`src/hdl/tipw_pkg.sv`:
```
// ----------------------------------------------------------------------------
// tipw_pkg: trie engine shared types
// request and response words, controller to datapath commands
// ----------------------------------------------------------------------------
package tipw_pkg;

   localparam int SYMBOL_W = 8;
   localparam int NODE_W   = 12;
   localparam int PREFIX_W = 11;
   localparam int COUNT_W  = 16;
   localparam int ID_W     = 16;

   localparam logic [SYMBOL_W-1:0] OFFSET_RESET = 8'd97;

   // req_type codes
   localparam logic OP_INSERT = 1'b0;
   localparam logic OP_QUERY  = 1'b1;

   typedef struct packed {
      logic                req_type;
      logic [SYMBOL_W-1:0] symbol;
      logic                last_symbol;
   } req_word_type;

   typedef struct packed {
      logic [NODE_W-1:0]   node_reached;
      logic                matched;
      logic [PREFIX_W-1:0] prefix_length;
      logic [COUNT_W-1:0]  pass_count;
      logic [ID_W-1:0]     string_id;
      logic                store_full;
      logic                bad_symbol;
      logic                last_result;
   } rsp_word_type;

   typedef struct packed {
      logic clear_root;
      logic step;
      logic finish;
   } dp_cmd_type;

endpackage

```
`src/hdl/tipw_ctrl.sv`:
```
// ----------------------------------------------------------------------------
// tipw_ctrl: trie engine sequencer
// root clear after reset, then step / finish per word with output hold
// ----------------------------------------------------------------------------
module tipw_ctrl (
   input  logic                 clock,
   input  logic                 reset,
   input  logic                 req_valid,
   output logic                 req_ready,
   output logic                 rsp_valid,
   input  logic                 rsp_ready,
   output tipw_pkg::dp_cmd_type cmd
);

   typedef enum logic [1:0] {
      S_INIT,
      S_IDLE,
      S_RESP
   } state_type;

   state_type state_ff;
   logic      rsp_valid_ff;

   // commands to the datapath
   always_comb begin
      cmd            = '0;
      cmd.clear_root = (state_ff == S_INIT);
      cmd.step       = (state_ff == S_IDLE) && req_valid;
      cmd.finish     = (state_ff == S_RESP) && (!rsp_valid_ff || rsp_ready);
   end

   assign req_ready = (state_ff == S_IDLE);
   assign rsp_valid = rsp_valid_ff;

   // state and output valid
   always_ff @(posedge clock) begin
      if (reset) begin
         state_ff     <= S_INIT;
         rsp_valid_ff <= 1'b0;
      end else begin
         if (cmd.finish) begin
            rsp_valid_ff <= 1'b1;
         end else if (rsp_ready) begin
            rsp_valid_ff <= 1'b0;
         end
         case (state_ff)
            S_INIT: begin
               state_ff <= S_IDLE;
            end
            S_IDLE: begin
               if (req_valid) begin
                  state_ff <= S_RESP;
               end
            end
            S_RESP: begin
               if (cmd.finish) begin
                  state_ff <= S_IDLE;
               end
            end
            default: begin
               state_ff <= S_INIT;
            end
         endcase
      end
   end

endmodule

```
`config.mk`:
```
export PLATFORM = sky130hd
export DESIGN_NAME = tipw_ctrl
export DESIGN_NICKNAME = d
export VERILOG_FILES = /design/src/hdl/tipw_pkg.sv /design/src/hdl/tipw_ctrl.sv
export SDC_FILE = /design/constraint.sdc
export NUM_CORES = 1
export LEC_CHECK = 0
export ABC_AREA = 1
export BUFFER_PORTS_ARGS = -buffer_cell sky130_fd_sc_hd__buf_2
export CORE_AREA = 2 2 39 41
export CTS_BUF_LIST = sky130_fd_sc_hd__clkbuf_16
export CTS_CLUSTER_SIZE = 20
export DETAILED_ROUTE_END_ITERATION = 6
export DIE_AREA = 0 0 41 43
export RECOVER_POWER = 100
export SLEW_MARGIN = 10
export SYNTH_ARGS = -nofsm -noshare
export SYNTH_HDL_FRONTEND = slang
export SYNTH_SLANG_ARGS = --single-unit
export TNS_END_PERCENT = 100
```
`constraint.sdc`:
```
create_clock -name clock -period 1.2 [get_ports clock]
set_input_delay 0 -clock clock [delete_from_list [all_inputs] [get_ports clock]]
set_output_delay 0 -clock clock [all_outputs]
set_load 0.1 [all_outputs]
```
==> summary.md <==
| Metric | Value |
|---|---|
| Status | `finished clean` |
| Core area | `0.00138 mm^2` |
| Post-Synth Adder-Cell Area | `0%` |
| Worst-Margin Slew | `0.540 ns` |
| Post-synthesis mux area share | `0%` |
| Die width | `between 40 and 50 um` |
| N_diodes | `0` |
| CP Cell Sequence | `nor2_2 > clkbuf_2` |
| GRT met2 Usage | `under 10%` |
| Clock-pin slew on the worst setup and hold paths | `0.03 ns` |
| Final Core Density | `24.2%` |
| Worst reg2reg setup slack | `between 0.3 and 0.4 ns` |
| Yosys top cell by area | `dfxtp_1` |
| Min-Delay Endpoint | `state_ff[0]$_SDFFE_PP0P_` |
| DP Worst Slack | `between 0.3 and 0.4 ns` |
| Vias per inst | `3.38` |
| Post-Route WL | `roughly 350 um` |
| Final Setup Violations | `0` |
| Net Count, Synth | `25` |
| Grt met1 use | `4.79%` |
| Crit path launch type | `register` |
| Worst endpoint required time | `1.20 ns` |
| Simple-Gate Fraction of Synth Area | `25.7%` |
| Vias | `~170` |
| Crit-path max FO | `5` |
| Worst-Skew Late Latency | `between 0.2 and 0.25 ns` |
| Vias in the first global route | `168` |
| Buffers & Inverters on Critical Path | `1` |
| Main combinational cell family by area after synthesis | `simple AND/OR/NAND/NOR gates` |
| Initial DRC count | `1` |
| DRC | `0` |
| Critical path's largest stage delay | `0.45 ns` |
| Final Skew | `0.00105 ns` |
| Gpl congestion | `0.513` |
| Ports | `9` |
| All-layer global routing usage | `5.71%` |
| CTS Hold Bufs | `1` |
| VDD IR max | `0.876 mV` |
| Clock sink total | `3` |
| Gr busiest metal | `met4` |
| Worst hold path depth | `4` |
| Post-synthesis instance area | `141 um^2` |
| Post-CTS Resized | `0` |
| Slew Limit Fails | `0` |
| Peak Freq | `just under 900 MHz` |
| Slowest stage cell, crit path | `clkbuf_2` |
| Synth top area share | `between 40% and 50%` |
| Cell variety after synth | `10` |
| Buffers added on ports | `8` |
| CTS tree | `built` |
| Syn. warnings | `0` |
| Worst reg2reg path startpoint | `state_ff[0]$_SDFFE_PP0P_` |
| Arr. time, crit path | `approximately 1.2 ns` |
| Fin. Hold Viols | `0` |
| Layout cells sized above 1 | `between 50% and 60%` |
| H-tree depth | `1` |
| Global-route wire length before repair | `579 um` |
| Die height | `43 um` |
| # Max-Cap Violations | `0` |
| Number of antenna violations at the first check in global routing | `0` |
| Synth Area in Compound Gates | `15.9%` |
| Num CTS Buffers | `3` |
| R2R Path End | `state_ff[1]$_SDFFE_PP0P_` |
| PwrDens | `~2300 mW/mm^2` |
| Post-synthesis xor/xnor area fraction | `0%` |
| Global route total overflow | `0` |
| Final nets | `39` |
| Largest net degree at the start of global routing | `6` |
| FF-to-FF path depth | `4` |
| RSZ-0062 raised after global routing | `no` |
| Worst hold start | `req_valid` |
| Top delay family on crit path | `buffers and inverters` |
| Final HPWL DP | `272 um` |
| Synthesized flop and latch total | `3` |
| Initial core utilization | `10.2%` |
| Routed WL per cell | `between 7 and 8 um` |
| Root Buffer | `clkbuf_16` |
| Setup CP Type | `reg2out` |
| Worst Setup Slack, final | `0.0536 ns` |
| Setup Fix Bufs, Post-CTS | `0` |
| Area Overhead vs Synth | `137%` |
| Sum Neg Setup Slack | `0 ns` |
| Worst slew margin | `64.2%` |
| First-pass iteration count of the detailed router | `2` |
| Lkg Pwr | `0.155 nW` |
| Global Route met3 Usage | `4.71%` |
| Total power | `0.760 mW` |
| Hold Path Class | `in2reg` |
| Cell count after synthesis | `21` |
| Ranking of synthesized cells by area | `dfxtp_1 42%, inv_1 13%, a21oi_1 11%` |
| Syn_area_per_cell | `6.73 um^2` |
| Post-DRT Antenna Nets | `0` |
| Minimum clock period | `1.15 ns` |
| Die area | `0.00176 mm^2` |
| Critical Path End Type | `primary output` |
| Clock buffer depth | `2` |
| Row cnt | `14` |
| Final period util | `95.5%` |
| Sequential-to-total area share from yosys stat | `42.5%` |
-- Yosys cell counts --
master    number
nand2_1        3
dfxtp_1        3
inv_1          5
a21oi_1        3
nor2_1         2
nand3_1        1
inv_2          1
o21bai_1       1
nor2_2         1
nand2_2        1
-- final cells by class --
class / count / area (um^2)
fillers: 160 / 1050
clock buffers: 3 / 75.1
multi-input cells: 12 / 73.8
repair buffers: 9 / 73.8
flip-flops and latches: 3 / 62.6
inverters: 6 / 26.3
well taps: 16 / 20.0
clock inverters: 1 / 3.75
-- placed cells by master (no fill, tap or decap), drive strengths merged --
cell | Yosys | layout
nor2 | 3 | 3
dfxtp | 3 | 3
nand2 | 4 | 4
dlygate4sd3 | 0 | 1
clkbuf | 0 | 6
clkinvlp | 0 | 1
o21bai | 1 | 1
inv | 6 | 6
a21oi | 3 | 3
buf | 0 | 5
nand3 | 1 | 1
-- cells by family (layout without fill, tap and decap cells) --
kind of cell / count (synthesis) / count (layout)
DFF: 3 / 3
AOI/OAI and AO/OA: 4 / 4
and+or+nand+nor: 8 / 8
buffers and inverters: 6 / 19
-- worst max-delay path by stage --
stage                                   startpoint  slack [ns]  cells after the start      to
final                     state_ff[1]$_SDFFE_PP0P_        0.05                      2  cmd[2]
after global routing      state_ff[1]$_SDFFE_PP0P_        0.01                      3  cmd[0]
after CTS                 state_ff[0]$_SDFFE_PP0P_        0.07                      5  cmd[1]
after detailed placement  state_ff[1]$_SDFFE_PP0P_        0.30                      3  cmd[0]
after global placement    state_ff[1]$_SDFFE_PP0P_        0.31                      2  cmd[2]
after floorplan           state_ff[0]$_SDFFE_PP0P_       -0.21                      4  cmd[1]
-- worst register-to-register path, stage by stage, from the launching register on --
cell and delay (ns):
dfxtp_2 0.34, inv_2 0.06, nor2_4 0.12, nand2_2 0.08
a21oi_1 0.15
-- where the power goes --
part           leakage [nW]  internal [mW]  switching [mW]
logic                0.0873         0.0312          0.0994
registers            0.0253          0.106         0.00564
clock network        0.0423          0.429          0.0880
-- per-stage QoR --
step,hold WS [ns],std cells,cell area (um^2)
6_report,0.0539,50,335
5_1_grt,0.0930,50,335
4_1_cts,0.0593,50,357
3_5_place_dp,0.196,45,268
3_3_place_gp,0.195,45,268
2_1_floorplan,0.0617,21,163
-- layer usage --
layer,wire [um],vias up,part of all wire (%)
met1,137,73,39
li1,-,88,-
met5,0,-,0
met2,166,6,47
met3,42,2,12
met4,6,0,1.7
-- flip-flops by register name, summed over array words and instances (netlist names) --
| register | flops |
|---|---|
| rsp_valid | 1 |
| state_ff | 2 |
Note: power is estimated with default switching activity, not from simulation.
